[src/rtl/core/nro_pkg.sv]
// nro_pkg: shared types, register codes and helpers for the nv21 outline overlay
// used by every module under rtl/core; depends on nothing
`timescale 1ns / 1ps

package nro_pkg;

  // counter width for row and column positions
  localparam int COORD_BITS = 12;
  // signed width for geometry math, wide enough for every intermediate value
  localparam int GEO_W = ((COORD_BITS > 13) ? COORD_BITS : 13) + 4;

  // apb port widths
  localparam int ADDR_W = 5;
  localparam int DATA_W = 32;

  typedef logic [2:0] reg_idx_t;
  localparam reg_idx_t REG_FRAME_WIDTH    = 3'd0;
  localparam reg_idx_t REG_FRAME_HEIGHT   = 3'd1;
  localparam reg_idx_t REG_RECT_LEFT      = 3'd2;
  localparam reg_idx_t REG_RECT_TOP       = 3'd3;
  localparam reg_idx_t REG_RECT_W         = 3'd4;
  localparam reg_idx_t REG_RECT_H         = 3'd5;
  localparam reg_idx_t REG_LINE_THICKNESS = 3'd6;
  localparam reg_idx_t REG_FILL_COLOUR    = 3'd7;

  typedef logic signed [GEO_W-1:0] geo_val_t;

  // signed zero so geometry compares stay signed
  localparam geo_val_t GEO_ZERO = geo_val_t'(0);
  localparam geo_val_t MIN_DIM = geo_val_t'(2);
  localparam geo_val_t MAX_DIM = geo_val_t'(64'd1 << COORD_BITS);

  typedef struct packed {
    logic [12:0] frame_width;
    logic [12:0] frame_height;
    logic [11:0] rect_left;
    logic [11:0] rect_top;
    logic [12:0] rect_w;
    logic [12:0] rect_h;
    logic [7:0]  line_thickness;
    logic [23:0] fill_colour;
  } cfg_t;

  localparam cfg_t CFG_RESET = '{
    frame_width:    13'd1920,
    frame_height:   13'd1080,
    rect_left:      12'd0,
    rect_top:       12'd0,
    rect_w:         13'd0,
    rect_h:         13'd0,
    line_thickness: 8'd2,
    fill_colour:    24'h963501
  };

  // one band as half-open ranges, live when both sizes are positive
  typedef struct packed {
    geo_val_t bx0;
    geo_val_t bx1;
    geo_val_t by0;
    geo_val_t by1;
    logic     live;
  } band_t;

  typedef struct packed {
    geo_val_t     wd;
    geo_val_t     ht;
    band_t [3:0]  bands;
  } geo_t;

  // one accepted beat with its frame position
  typedef struct packed {
    logic [7:0]            pixel;
    logic [COORD_BITS-1:0] row;
    logic [COORD_BITS-1:0] col;
    logic                  chroma;
    logic                  fend;
  } pos_t;

  // one result beat
  typedef struct packed {
    logic [7:0] pixel;
    logic       hit;
    logic       fend;
  } res_t;

  // frame dimension limited to 2 .. 2^COORD_BITS
  function automatic geo_val_t clamp_dim(input logic [12:0] v);
    geo_val_t d;
    d = geo_val_t'(v);
    if (d < MIN_DIM) d = MIN_DIM;
    if (d > MAX_DIM) d = MAX_DIM;
    return d;
  endfunction

endpackage

[src/rtl/core/nro_cfg_regs.sv]
// nro_cfg_regs: apb register file holding the overlay configuration
// depends on nro_pkg
`timescale 1ns / 1ps

module nro_cfg_regs (
  input  logic                       clk,
  input  logic                       rst_n,
  input  logic                       psel,
  input  logic                       penable,
  input  logic                       pwrite,
  input  logic [nro_pkg::ADDR_W-1:0] paddr,
  input  logic [nro_pkg::DATA_W-1:0] pwdata,
  output logic [nro_pkg::DATA_W-1:0] prdata,
  output nro_pkg::cfg_t              cfg
);

  nro_pkg::cfg_t     cfg_r;
  nro_pkg::reg_idx_t idx;
  logic              wr_en;

  assign idx   = nro_pkg::reg_idx_t'(paddr[nro_pkg::ADDR_W-1:2]);
  assign wr_en = psel && penable && pwrite;
  assign cfg   = cfg_r;

  // register writes on the access phase
  always_ff @(posedge clk) begin
    if (!rst_n) begin
      cfg_r <= nro_pkg::CFG_RESET;
    end else if (wr_en) begin
      case (idx)
        nro_pkg::REG_FRAME_WIDTH:    cfg_r.frame_width    <= pwdata[12:0];
        nro_pkg::REG_FRAME_HEIGHT:   cfg_r.frame_height   <= pwdata[12:0];
        nro_pkg::REG_RECT_LEFT:      cfg_r.rect_left      <= pwdata[11:0];
        nro_pkg::REG_RECT_TOP:       cfg_r.rect_top       <= pwdata[11:0];
        nro_pkg::REG_RECT_W:         cfg_r.rect_w         <= pwdata[12:0];
        nro_pkg::REG_RECT_H:         cfg_r.rect_h         <= pwdata[12:0];
        nro_pkg::REG_LINE_THICKNESS: cfg_r.line_thickness <= pwdata[7:0];
        nro_pkg::REG_FILL_COLOUR:    cfg_r.fill_colour    <= pwdata[23:0];
        default: ;
      endcase
    end
  end

  // read mux
  always_comb begin
    case (idx)
      nro_pkg::REG_FRAME_WIDTH:    prdata = nro_pkg::DATA_W'(cfg_r.frame_width);
      nro_pkg::REG_FRAME_HEIGHT:   prdata = nro_pkg::DATA_W'(cfg_r.frame_height);
      nro_pkg::REG_RECT_LEFT:      prdata = nro_pkg::DATA_W'(cfg_r.rect_left);
      nro_pkg::REG_RECT_TOP:       prdata = nro_pkg::DATA_W'(cfg_r.rect_top);
      nro_pkg::REG_RECT_W:         prdata = nro_pkg::DATA_W'(cfg_r.rect_w);
      nro_pkg::REG_RECT_H:         prdata = nro_pkg::DATA_W'(cfg_r.rect_h);
      nro_pkg::REG_LINE_THICKNESS: prdata = nro_pkg::DATA_W'(cfg_r.line_thickness);
      nro_pkg::REG_FILL_COLOUR:    prdata = nro_pkg::DATA_W'(cfg_r.fill_colour);
      default:                     prdata = '0;
    endcase
  end

endmodule

[src/rtl/core/nro_geom.sv]
// nro_geom: derives the four outline bands from the configuration, registered
// depends on nro_pkg
`timescale 1ns / 1ps

module nro_geom (
  input  logic          clk,
  input  nro_pkg::cfg_t cfg,
  output nro_pkg::geo_t geo
);

  nro_pkg::geo_t     geo_r;
  nro_pkg::geo_t     geo_nxt;
  nro_pkg::geo_val_t wd, ht, x, y, t, rw0, rh0, rw, rh;
  nro_pkg::geo_val_t ly, rx, bot_y, side_h;

  assign geo = geo_r;

  // even origin, size and thickness
  assign wd  = nro_pkg::clamp_dim(cfg.frame_width);
  assign ht  = nro_pkg::clamp_dim(cfg.frame_height);
  assign x   = nro_pkg::geo_val_t'({cfg.rect_left[11:1], 1'b0});
  assign y   = nro_pkg::geo_val_t'({cfg.rect_top[11:1], 1'b0});
  assign t   = nro_pkg::geo_val_t'({cfg.line_thickness[7:1], 1'b0});
  assign rw0 = nro_pkg::geo_val_t'({cfg.rect_w[12:1], 1'b0});
  assign rh0 = nro_pkg::geo_val_t'({cfg.rect_h[12:1], 1'b0});

  // size clipped to the frame, floored at zero
  always_comb begin
    rw = rw0;
    if (rw0 + x >= wd) rw = wd - x;
    if (rw < nro_pkg::GEO_ZERO) rw = nro_pkg::GEO_ZERO;
    rh = rh0;
    if (rh0 + y >= ht) rh = ht - y;
    if (rh < nro_pkg::GEO_ZERO) rh = nro_pkg::GEO_ZERO;
  end

  // band origins
  always_comb begin
    ly     = (y + t < ht) ? (y + t) : (ht - t);
    rx     = (x + rw - t < wd) ? (x + rw - t) : (wd - t);
    bot_y  = (y + rh - t >= nro_pkg::GEO_ZERO) ? (y + rh - t) : nro_pkg::GEO_ZERO;
    side_h = rh - (t <<< 1);
  end

  // bands as half-open ranges: top, bottom, left, right
  always_comb begin
    geo_nxt.wd = wd;
    geo_nxt.ht = ht;
    geo_nxt.bands[0] = '{bx0: x, bx1: x + rw, by0: y, by1: y + t,
                         live: (rw > nro_pkg::GEO_ZERO) && (t > nro_pkg::GEO_ZERO)};
    geo_nxt.bands[1] = '{bx0: x, bx1: x + rw, by0: bot_y, by1: bot_y + t,
                         live: (rw > nro_pkg::GEO_ZERO) && (t > nro_pkg::GEO_ZERO)};
    geo_nxt.bands[2] = '{bx0: x, bx1: x + t, by0: ly, by1: ly + side_h,
                         live: (t > nro_pkg::GEO_ZERO) && (side_h > nro_pkg::GEO_ZERO)};
    geo_nxt.bands[3] = '{bx0: rx, bx1: rx + t, by0: ly, by1: ly + side_h,
                         live: (t > nro_pkg::GEO_ZERO) && (side_h > nro_pkg::GEO_ZERO)};
  end

  always_ff @(posedge clk) begin
    geo_r <= geo_nxt;
  end

endmodule

[src/rtl/core/nro_pos_track.sv]
// nro_pos_track: input stage with row, column and plane counters
// depends on nro_pkg
`timescale 1ns / 1ps

module nro_pos_track (
  input  logic          clk,
  input  logic          rst_n,
  input  logic          in_valid,
  output logic          in_ready,
  input  logic [7:0]    pixel_in,
  input  logic          frame_start,
  input  nro_pkg::cfg_t cfg,
  input  logic          hit_ready,
  output logic          s1_valid,
  output nro_pkg::pos_t s1
);

  logic [nro_pkg::COORD_BITS-1:0] row_r, col_r, row_nxt, col_nxt, row_cur, col_cur;
  logic                           chroma_r, chroma_nxt, chroma_cur;
  logic                           s1_valid_r;
  nro_pkg::pos_t                  s1_r, s1_nxt;
  nro_pkg::geo_val_t              wd, ht, plane_rows;
  logic                           last_col, last_row, acc;

  assign in_ready = !s1_valid_r || hit_ready;
  assign acc      = in_valid && in_ready;
  assign s1_valid = s1_valid_r;
  assign s1       = s1_r;

  // position of this beat, restarted by frame_start
  assign row_cur    = frame_start ? '0 : row_r;
  assign col_cur    = frame_start ? '0 : col_r;
  assign chroma_cur = frame_start ? 1'b0 : chroma_r;

  // end of row and end of plane
  assign wd         = nro_pkg::clamp_dim(cfg.frame_width);
  assign ht         = nro_pkg::clamp_dim(cfg.frame_height);
  assign plane_rows = chroma_cur ? (ht >>> 1) : ht;
  assign last_col   = (nro_pkg::geo_val_t'(col_cur) + nro_pkg::geo_val_t'(1) >= wd);
  assign last_row   = (nro_pkg::geo_val_t'(row_cur) + nro_pkg::geo_val_t'(1) >= plane_rows);

  // counter advance
  always_comb begin
    row_nxt    = row_cur;
    col_nxt    = col_cur + 1'b1;
    chroma_nxt = chroma_cur;
    if (last_col) begin
      col_nxt = '0;
      if (last_row) begin
        row_nxt    = '0;
        chroma_nxt = !chroma_cur;
      end else begin
        row_nxt = row_cur + 1'b1;
      end
    end
  end

  assign s1_nxt = '{pixel: pixel_in, row: row_cur, col: col_cur, chroma: chroma_cur,
                    fend: chroma_cur && last_col && last_row};

  always_ff @(posedge clk) begin
    if (!rst_n) begin
      row_r      <= '0;
      col_r      <= '0;
      chroma_r   <= 1'b0;
      s1_valid_r <= 1'b0;
    end else begin
      if (acc) begin
        row_r    <= row_nxt;
        col_r    <= col_nxt;
        chroma_r <= chroma_nxt;
      end
      if (in_ready) s1_valid_r <= in_valid;
    end
  end

  // payload register
  always_ff @(posedge clk) begin
    if (acc) s1_r <= s1_nxt;
  end

`ifndef SYNTHESIS
  // a frame start beat always sits at the first luma byte
  a_frame_restart: assert property (@(posedge clk) disable iff (!rst_n)
    acc && frame_start |=> s1_r.row == '0 && s1_r.col == '0 && !s1_r.chroma)
    else $error("frame start did not restart the position");

  // frame end only flagged in the chroma plane
  a_fend_chroma: assert property (@(posedge clk) disable iff (!rst_n)
    s1_valid_r && s1_r.fend |-> s1_r.chroma)
    else $error("frame end outside the chroma plane");
`endif

endmodule

[src/rtl/core/nro_outline_hit.sv]
// nro_outline_hit: band test, colour pick and result register
// depends on nro_pkg
`timescale 1ns / 1ps

module nro_outline_hit (
  input  logic          clk,
  input  logic          rst_n,
  input  logic          s1_valid,
  output logic          hit_ready,
  input  nro_pkg::pos_t s1,
  input  nro_pkg::geo_t geo,
  input  logic [23:0]   fill_colour,
  input  logic          out_ready,
  output logic          out_valid,
  output nro_pkg::res_t res
);

  logic              out_valid_r;
  nro_pkg::res_t     out_r, out_nxt;
  nro_pkg::geo_val_t r, c;
  logic [3:0]        band_hit;
  logic              in_frame, hit;
  logic [7:0]        colour;

  assign hit_ready = !out_valid_r || out_ready;
  assign out_valid = out_valid_r;
  assign res       = out_r;

  // luma position of this byte; chroma maps to luma row 2*row at the even column
  assign r = s1.chroma ? nro_pkg::geo_val_t'({s1.row, 1'b0}) : nro_pkg::geo_val_t'(s1.row);
  assign c = s1.chroma ? nro_pkg::geo_val_t'({s1.col[nro_pkg::COORD_BITS-1:1], 1'b0})
                       : nro_pkg::geo_val_t'(s1.col);

  assign in_frame = (r < geo.ht) && (c < geo.wd);

  // one compare set per band
  always_comb begin
    for (int i = 0; i < 4; i++) begin
      band_hit[i] = geo.bands[i].live &&
                    (r >= geo.bands[i].by0) && (r < geo.bands[i].by1) &&
                    (c >= geo.bands[i].bx0) && (c < geo.bands[i].bx1);
    end
  end

  assign hit = in_frame && (|band_hit);

  // y for luma, v on even chroma bytes, u on odd ones
  assign colour = !s1.chroma ? fill_colour[23:16] :
                  (s1.col[0] ? fill_colour[15:8] : fill_colour[7:0]);

  assign out_nxt = '{pixel: hit ? colour : s1.pixel, hit: hit, fend: s1.fend};

  always_ff @(posedge clk) begin
    if (!rst_n) begin
      out_valid_r <= 1'b0;
    end else if (hit_ready) begin
      out_valid_r <= s1_valid;
    end
  end

  always_ff @(posedge clk) begin
    if (hit_ready && s1_valid) out_r <= out_nxt;
  end

`ifndef SYNTHESIS
  // a replaced byte carries one of the three fill components
  a_hit_colour: assert property (@(posedge clk) disable iff (!rst_n)
    out_valid_r && out_r.hit |-> out_r.pixel == fill_colour[23:16] ||
      out_r.pixel == fill_colour[15:8] || out_r.pixel == fill_colour[7:0])
    else $error("replaced byte is not a fill component");

  // a live top band never has an empty range
  a_band_nonempty: assert property (@(posedge clk) disable iff (!rst_n)
    geo.bands[0].live |-> geo.bands[0].bx1 > geo.bands[0].bx0 &&
      geo.bands[0].by1 > geo.bands[0].by0)
    else $error("live top band has an empty range");
`endif

endmodule

[src/rtl/core/nv21_rect_outline_overlay_core.sv]
// nv21_rect_outline_overlay_core: top level of the nv21 rectangle outline overlay
// path: an accepted beat passes the input register, then the result register
// throughput: one byte per cycle while out_ready is high, set by the input and result registers
// reset: rst_n synchronous active low; counters to first luma byte, registers to defaults
// depends on nro_pkg, nro_cfg_regs, nro_geom, nro_pos_track, nro_outline_hit
`timescale 1ns / 1ps

module nv21_rect_outline_overlay_core (
  input  logic                       clk,
  input  logic                       rst_n,
  input  logic                       in_valid,
  output logic                       in_ready,
  input  logic [7:0]                 in_pixel_in,
  input  logic                       in_frame_start,
  output logic                       out_valid,
  input  logic                       out_ready,
  output logic [7:0]                 out_pixel_out,
  output logic                       out_on_outline,
  output logic                       out_frame_end,
  input  logic                       psel,
  input  logic                       penable,
  input  logic                       pwrite,
  input  logic [nro_pkg::ADDR_W-1:0] paddr,
  input  logic [nro_pkg::DATA_W-1:0] pwdata,
  output logic [nro_pkg::DATA_W-1:0] prdata,
  output logic                       pready
);

  nro_pkg::cfg_t cfg;
  nro_pkg::geo_t geo;
  nro_pkg::pos_t s1;
  nro_pkg::res_t res;
  logic          s1_valid, hit_ready;

  assign pready = 1'b1;

  // configuration registers
  nro_cfg_regs u_cfg_regs (
    .clk     (clk),
    .rst_n   (rst_n),
    .psel    (psel),
    .penable (penable),
    .pwrite  (pwrite),
    .paddr   (paddr),
    .pwdata  (pwdata),
    .prdata  (prdata),
    .cfg     (cfg)
  );

  // band geometry
  nro_geom u_geom (
    .clk (clk),
    .cfg (cfg),
    .geo (geo)
  );

  // position tracking and input register
  nro_pos_track u_pos_track (
    .clk         (clk),
    .rst_n       (rst_n),
    .in_valid    (in_valid),
    .in_ready    (in_ready),
    .pixel_in    (in_pixel_in),
    .frame_start (in_frame_start),
    .cfg         (cfg),
    .hit_ready   (hit_ready),
    .s1_valid    (s1_valid),
    .s1          (s1)
  );

  // outline test and result register
  nro_outline_hit u_outline_hit (
    .clk         (clk),
    .rst_n       (rst_n),
    .s1_valid    (s1_valid),
    .hit_ready   (hit_ready),
    .s1          (s1),
    .geo         (geo),
    .fill_colour (cfg.fill_colour),
    .out_ready   (out_ready),
    .out_valid   (out_valid),
    .res         (res)
  );

  assign out_pixel_out  = res.pixel;
  assign out_on_outline = res.hit;
  assign out_frame_end  = res.fend;

endmodule

[config.mk]
export PLATFORM = sky130hd
export DESIGN_NAME = nv21_rect_outline_overlay_core
export DESIGN_NICKNAME = d
export VERILOG_FILES = /design/src/rtl/core/nro_pkg.sv /design/src/rtl/core/nro_cfg_regs.sv /design/src/rtl/core/nro_geom.sv /design/src/rtl/core/nro_pos_track.sv /design/src/rtl/core/nro_outline_hit.sv /design/src/rtl/core/nv21_rect_outline_overlay_core.sv
export SDC_FILE = /design/constraint.sdc
export NUM_CORES = 1
export LEC_CHECK = 0
export BUFFER_PORTS_ARGS = -buffer_cell sky130_fd_sc_hd__buf_2
export CAP_MARGIN = 20
export CORE_UTILIZATION = 40
export CTS_CLUSTER_DIAMETER = 50
export DETAILED_ROUTE_END_ITERATION = 8
export SYNTH_ARGS = -nofsm -noshare
export SYNTH_HDL_FRONTEND = slang
export SYNTH_HIERARCHICAL = 1
export SYNTH_SLANG_ARGS = --single-unit
[constraint.sdc]
create_clock -name clk -period 11.46 [get_ports clk]
set_clock_uncertainty 0.05 [all_clocks]
set_input_delay 0.573 -clock clk [delete_from_list [all_inputs] [get_ports clk]]
set_output_delay 0.573 -clock clk [all_outputs]
set_load 0.05 [all_outputs]
==> metrics.sh <==
OUTCOME='completed'
CLOCKBUFFERDEPTH=3
MAPPEDNETLISTAREA_UM2=28970
SYNTH_COMMON_CELLS='447 x sky130_fd_sc_hd__ha_1, 398 x sky130_fd_sc_hd__inv_1, 361 x sky130_fd_sc_hd__nand2_1, 326 x sky130_fd_sc_hd__dfxtp_1, 199 x sky130_fd_sc_hd__a21oi_1'
CLOCK_INSERTION_DELAY_WORST_SKEW_NS=0.61
CRITPATHCAPTURETYPE='flop'
GRT_REMAINING_OVERFLOW=0
PATH_BUF_INV=2
CELLPOWERDENSITY_nW_PER_UM2=120.5
CRIT_SHARE_POST_ROUTE=0.9472
YS_FF_LATCH=370
DETAIL_ROUTE.FIRST_PASS.ITERATIONS=6
SYNTH_ENABLE_FLOP_CELLS=44
TOTAL_LEAKAGE_POWER_nW=14.28
POST_SYNTH_MAIN_AREA_CONTRIBUTORS='sky130_fd_sc_hd__dfxtp_1 23%, sky130_fd_sc_hd__ha_1 19%, sky130_fd_sc_hd__inv_1 5.2%, sky130_fd_sc_hd__nand2_1 4.7%, sky130_fd_sc_hd__edfxtp_1 4.6%'
DIE-AREA_UM2=73490
INTERNAL_POWER_W=0.002684
SETUP.WORST_PATH.END='u_geom/geo[252]'
SWITCHING_SHARE=0.2929
CHIPHEIGHT_UM=271.1
FINAL_PERIOD_MINUS_WORST_SETUP_SLACK_NS=10.85
SYNTH_WARNINGS=6
FINAL.SETUP.TNS_NS=0
MAX_CAP_VIOLATIONS=0
GP_ROUTABILITY_CONGESTION=0.9119
DRT.ANTENNA.VIOLATING_NETS=0
CRITICAL_PATH_LAUNCH_POINT='u_cfg_regs/cfg[72]'
FLOORPLAN.CORE_AREA_UM2=71610
FINAL-SETUP-VIOL-COUNT=0
SYNTH.AVG_CELL_AREA_UM2=8.388
MAX_STAGE_DELAY_NS=0.61
R2R_END='u_geom/geo[252]'
TOTALWIRELENGTH_UM=86290
CLOCKPOWERSHARE=0.448
PLACEMENTROWS=98
DRIVE_GT1_FRAC=0.08612
DRT_FIRST_ITER_VIOLATIONS=1519
LAYOUT.FILLER_CELLS=7135
HOLD_PATH.CLASS='input pin to flop'
WORST_R2R_STARTPOINT='u_cfg_regs/cfg[72]'
MAXSLEWVIOLCOUNT=0
DRT-VIAS-PER-INSTANCE=5.339
CTS_INSERTED_BUFFERS=51
TRITONCTS='yes'
VDD_DROP_MAX_mV=0.1012
SYNTH_TOP_FLOP_CELL='sky130_fd_sc_hd__dfxtp_1'
REMAINING_DRC_ERRORS=0
WORST_SETUP_PATH_START_KIND='flop'
CRIT_CELLS=51
MAX_CLOCK_FREQ_MHz=92.13
VIA_COUNT_OF_THE_FIRST_GLOBAL_ROUTING_PASS=22882
CRIT_TOP_CELL='sky130_fd_sc_hd__ha_1'
GRT_SETUP_UNREPAIRED='no'
NUMBER_OF_PLACED_I_O_PINS=98
HOLD_BUFFER_COUNT_AT_CTS=0
PATH_MAX_FANOUT=13
CLOCK_TREE.HTREE_LEVEL_COUNT=2
DIE_X_UM=271.1
REG2REG_SETUP_SLACK_NS=0.61
COUNT_OF_ANTENNA_DIODES_IN_THE_LAYOUT=0
POWER_FRAC_SEQ=0.379
INITIAL_ANTENNA_VIOLATION_COUNT=1
PORT_BUFFERS=78
COMB_POWER_SHARE=0.172
SEQCELLAREA_UM2=7848
KIND_OF_CELL_ADDING_THE_MOST_DELAY_TO_THE_CRITICAL_PATH='compound AO/OA/AOI/OAI gates'
HPWLAFTERDP_UM=66600
AREA_TAKEN_BY_MULTI_INPUT_LOGIC_GATES_UM2=18430
SYN-INSTANCE-COUNT=3453
CPMAXSTAGEDELAYCELL='sky130_fd_sc_hd__o41ai_1'
HOLD_VIOL_FINAL=0
GRT_PASS1_WL_UM=132400
CP.ARRIVAL_NS=11.28
SYNTH.MOST_COMMON_CELL='sky130_fd_sc_hd__ha_1'
TIMING_WORST_SLEW_PIN_VALUE_NS=1.080
WL_PER_CELL_UM=19.41
SYNTH_TOP_CELL_AREA_SHARE=0.2253
INITIAL_CORE_UTIL=0.4045
CLOCK_TREE.ROOT_CELL='sky130_fd_sc_hd__clkbuf_16'
AREA_GROWTH_SYN_TO_FIN_PCT=8.752
SYNTH_TOP_CELL_BY_AREA='sky130_fd_sc_hd__dfxtp_1'
TOTAL_POWER_W=0.003796
P_SWITCHING_W=0.001112
TIMING.CRITICAL_PATH.REQUIRED_NS=11.89
GRT_USAGE=0.2327
SYNTHARSTFLOPSHARE=0
VIAS=23730
FINALNETCOUNT=3975
YOSYS.CELL_TYPES.COUNT=103
CLOCK-SINKS=370
RELSLEWSLACK=0.2759
R2R.WORST_PATH.CELLS=51
CLK_TRANSITION_REPORTED_PATHS_NS=0.06
YS_SEQ_AREA_FRAC=0.2709
LARGEST_NET_DEGREE_AT_THE_START_OF_GLOBAL_ROUTING=78
WORST-SETUP-PATH-TYPE='flop to flop'
power by group through the flow:
stage,Sequential [W],Combinational [W],Clock (W)
floorplan,0.00146,0.000512,0
global placement,0.00147,0.000636,0
detailed placement,0.00147,0.000645,0
CTS,0.00144,0.000650,0.00173
global route,0.00145,0.000736,0.00178
finish,0.00144,0.000655,0.00170
sequential cells by signal, indices dropped and copies added (netlist names):
| name | count |
|---|---|
| u_outline_hit/res | 10 |
| u_pos_track/col_r | 12 |
| u_pos_track/chroma_r | 1 |
| u_pos_track/row_r | 12 |
| u_geom/geo | 191 |
| u_cfg_regs/cfg | 108 |
| u_outline_hit/out_valid | 1 |
| u_pos_track/s1_valid | 1 |
| u_pos_track/s1 | 34 |
stage by stage:
stage / setup slack (ns) / hold WS [ns] / cells / cell area, um2 / utilization
2_1_floorplan: 1.425 / 0.3482 / 3507 / 29170 / -
3_3_place_gp: 0.6062 / 0.3761 / 4349 / 29640 / 0.4139
3_5_place_dp: 0.4503 / 0.3630 / 4349 / 29640 / 0.4139
4_1_cts: 0.4387 / 0.06675 / 4444 / 31470 / 0.4395
5_1_grt: 0.006125 / 0.07929 / 4445 / 31500 / 0.4399
6_report: 0.6055 / 0.08993 / 4445 / 31500 / 0.4399
worst min path at each step:
| stage | startpoint | to | slack [ns] | cells after the start |
|---|---|---|---|---|
| global route | in_pixel_in[5] | u_pos_track/s1[31] | 0.08 | 1 |
| detailed placement | u_pos_track/s1[0] | u_outline_hit/res[0] | 0.36 | 0 |
| finish | in_pixel_in[5] | u_pos_track/s1[31] | 0.09 | 1 |
| floorplan | u_cfg_regs/cfg[67] | u_geom/geo[27] | 0.35 | 0 |
| CTS | in_pixel_in[4] | u_pos_track/s1[30] | 0.07 | 1 |
| global placement | u_pos_track/s1[0] | u_outline_hit/res[0] | 0.38 | 0 |
cells in the final DEF (no fill, tap or decap), types with 22 or more instances in the layout:
master and count:
sky130_fd_sc_hd__nand3_1 72, sky130_fd_sc_hd__nand2_1 361, sky130_fd_sc_hd__clkbuf_16 55, sky130_fd_sc_hd__mux2i_1 26
sky130_fd_sc_hd__dfxtp_1 326, sky130_fd_sc_hd__o21bai_1 23, sky130_fd_sc_hd__a31oi_1 25, sky130_fd_sc_hd__nor4_1 28
sky130_fd_sc_hd__buf_4 42, sky130_fd_sc_hd__fa_1 22, sky130_fd_sc_hd__a21oi_1 198, sky130_fd_sc_hd__mux2_2 38
sky130_fd_sc_hd__nor3_1 46, sky130_fd_sc_hd__nor2b_1 63, sky130_fd_sc_hd__nand2b_1 33, sky130_fd_sc_hd__and2_1 27
sky130_fd_sc_hd__o21a_1 25, sky130_fd_sc_hd__conb_1 58, sky130_fd_sc_hd__inv_1 397, sky130_fd_sc_hd__nor2_1 175
sky130_fd_sc_hd__ha_1 447, sky130_fd_sc_hd__buf_2 77, sky130_fd_sc_hd__o21ai_0 167, sky130_fd_sc_hd__edfxtp_1 44
sky130_fd_sc_hd__nand4_1 36, sky130_fd_sc_hd__xnor2_1 105, sky130_fd_sc_hd__xor2_1 52, sky130_fd_sc_hd__a21o_1 60
sky130_fd_sc_hd__a21boi_0 98, sky130_fd_sc_hd__a211oi_1 25
per-layer routing:
layer | track usage | up-vias | part of all wire
met4 | 0.08826 | 0 | 0.037
met5 | 0 | - | 0
met1 | 0.3090 | 11095 | 0.46
met3 | 0.02787 | 150 | 0.052
met2 | 0.3838 | 634 | 0.45
li1 | - | 11851 | -
kinds of logic after synthesis:
| group | after synthesis | share of synthesized area |
|---|---|---|
| and+or+nand+nor | 953 | 0.1622 |
| other | 4 | 0.0005182 |
| buffers and inverters | 626 | 0.1011 |
| xor gates and xnor gates | 159 | 0.04855 |
| AOI/OAI and AO/OA | 807 | 0.1842 |
| DFF | 370 | 0.2709 |
| muxes | 65 | 0.02428 |
| adders and majority gates | 469 | 0.2083 |
final cells by class:
cell class | instances | area share
Tap cell | 950 | 0.03773
Clock buffer | 63 | 0.04592
Clock inverter | 32 | 0.01231
Inverter | 400 | 0.04766
Timing Repair Buffer | 119 | 0.02224
Multi-Input combinational cell | 2511 | 0.5850
Sequential cell | 370 | 0.2491
timing repair:
item / in CTS / in global routing
resized for setup: 0 / 4
setup buffers: 0 / 1
endpoints found under the setup margin: 0 / 10
hold endpoints to repair: 0 / 0
Power figures use the tool's default switching activity.
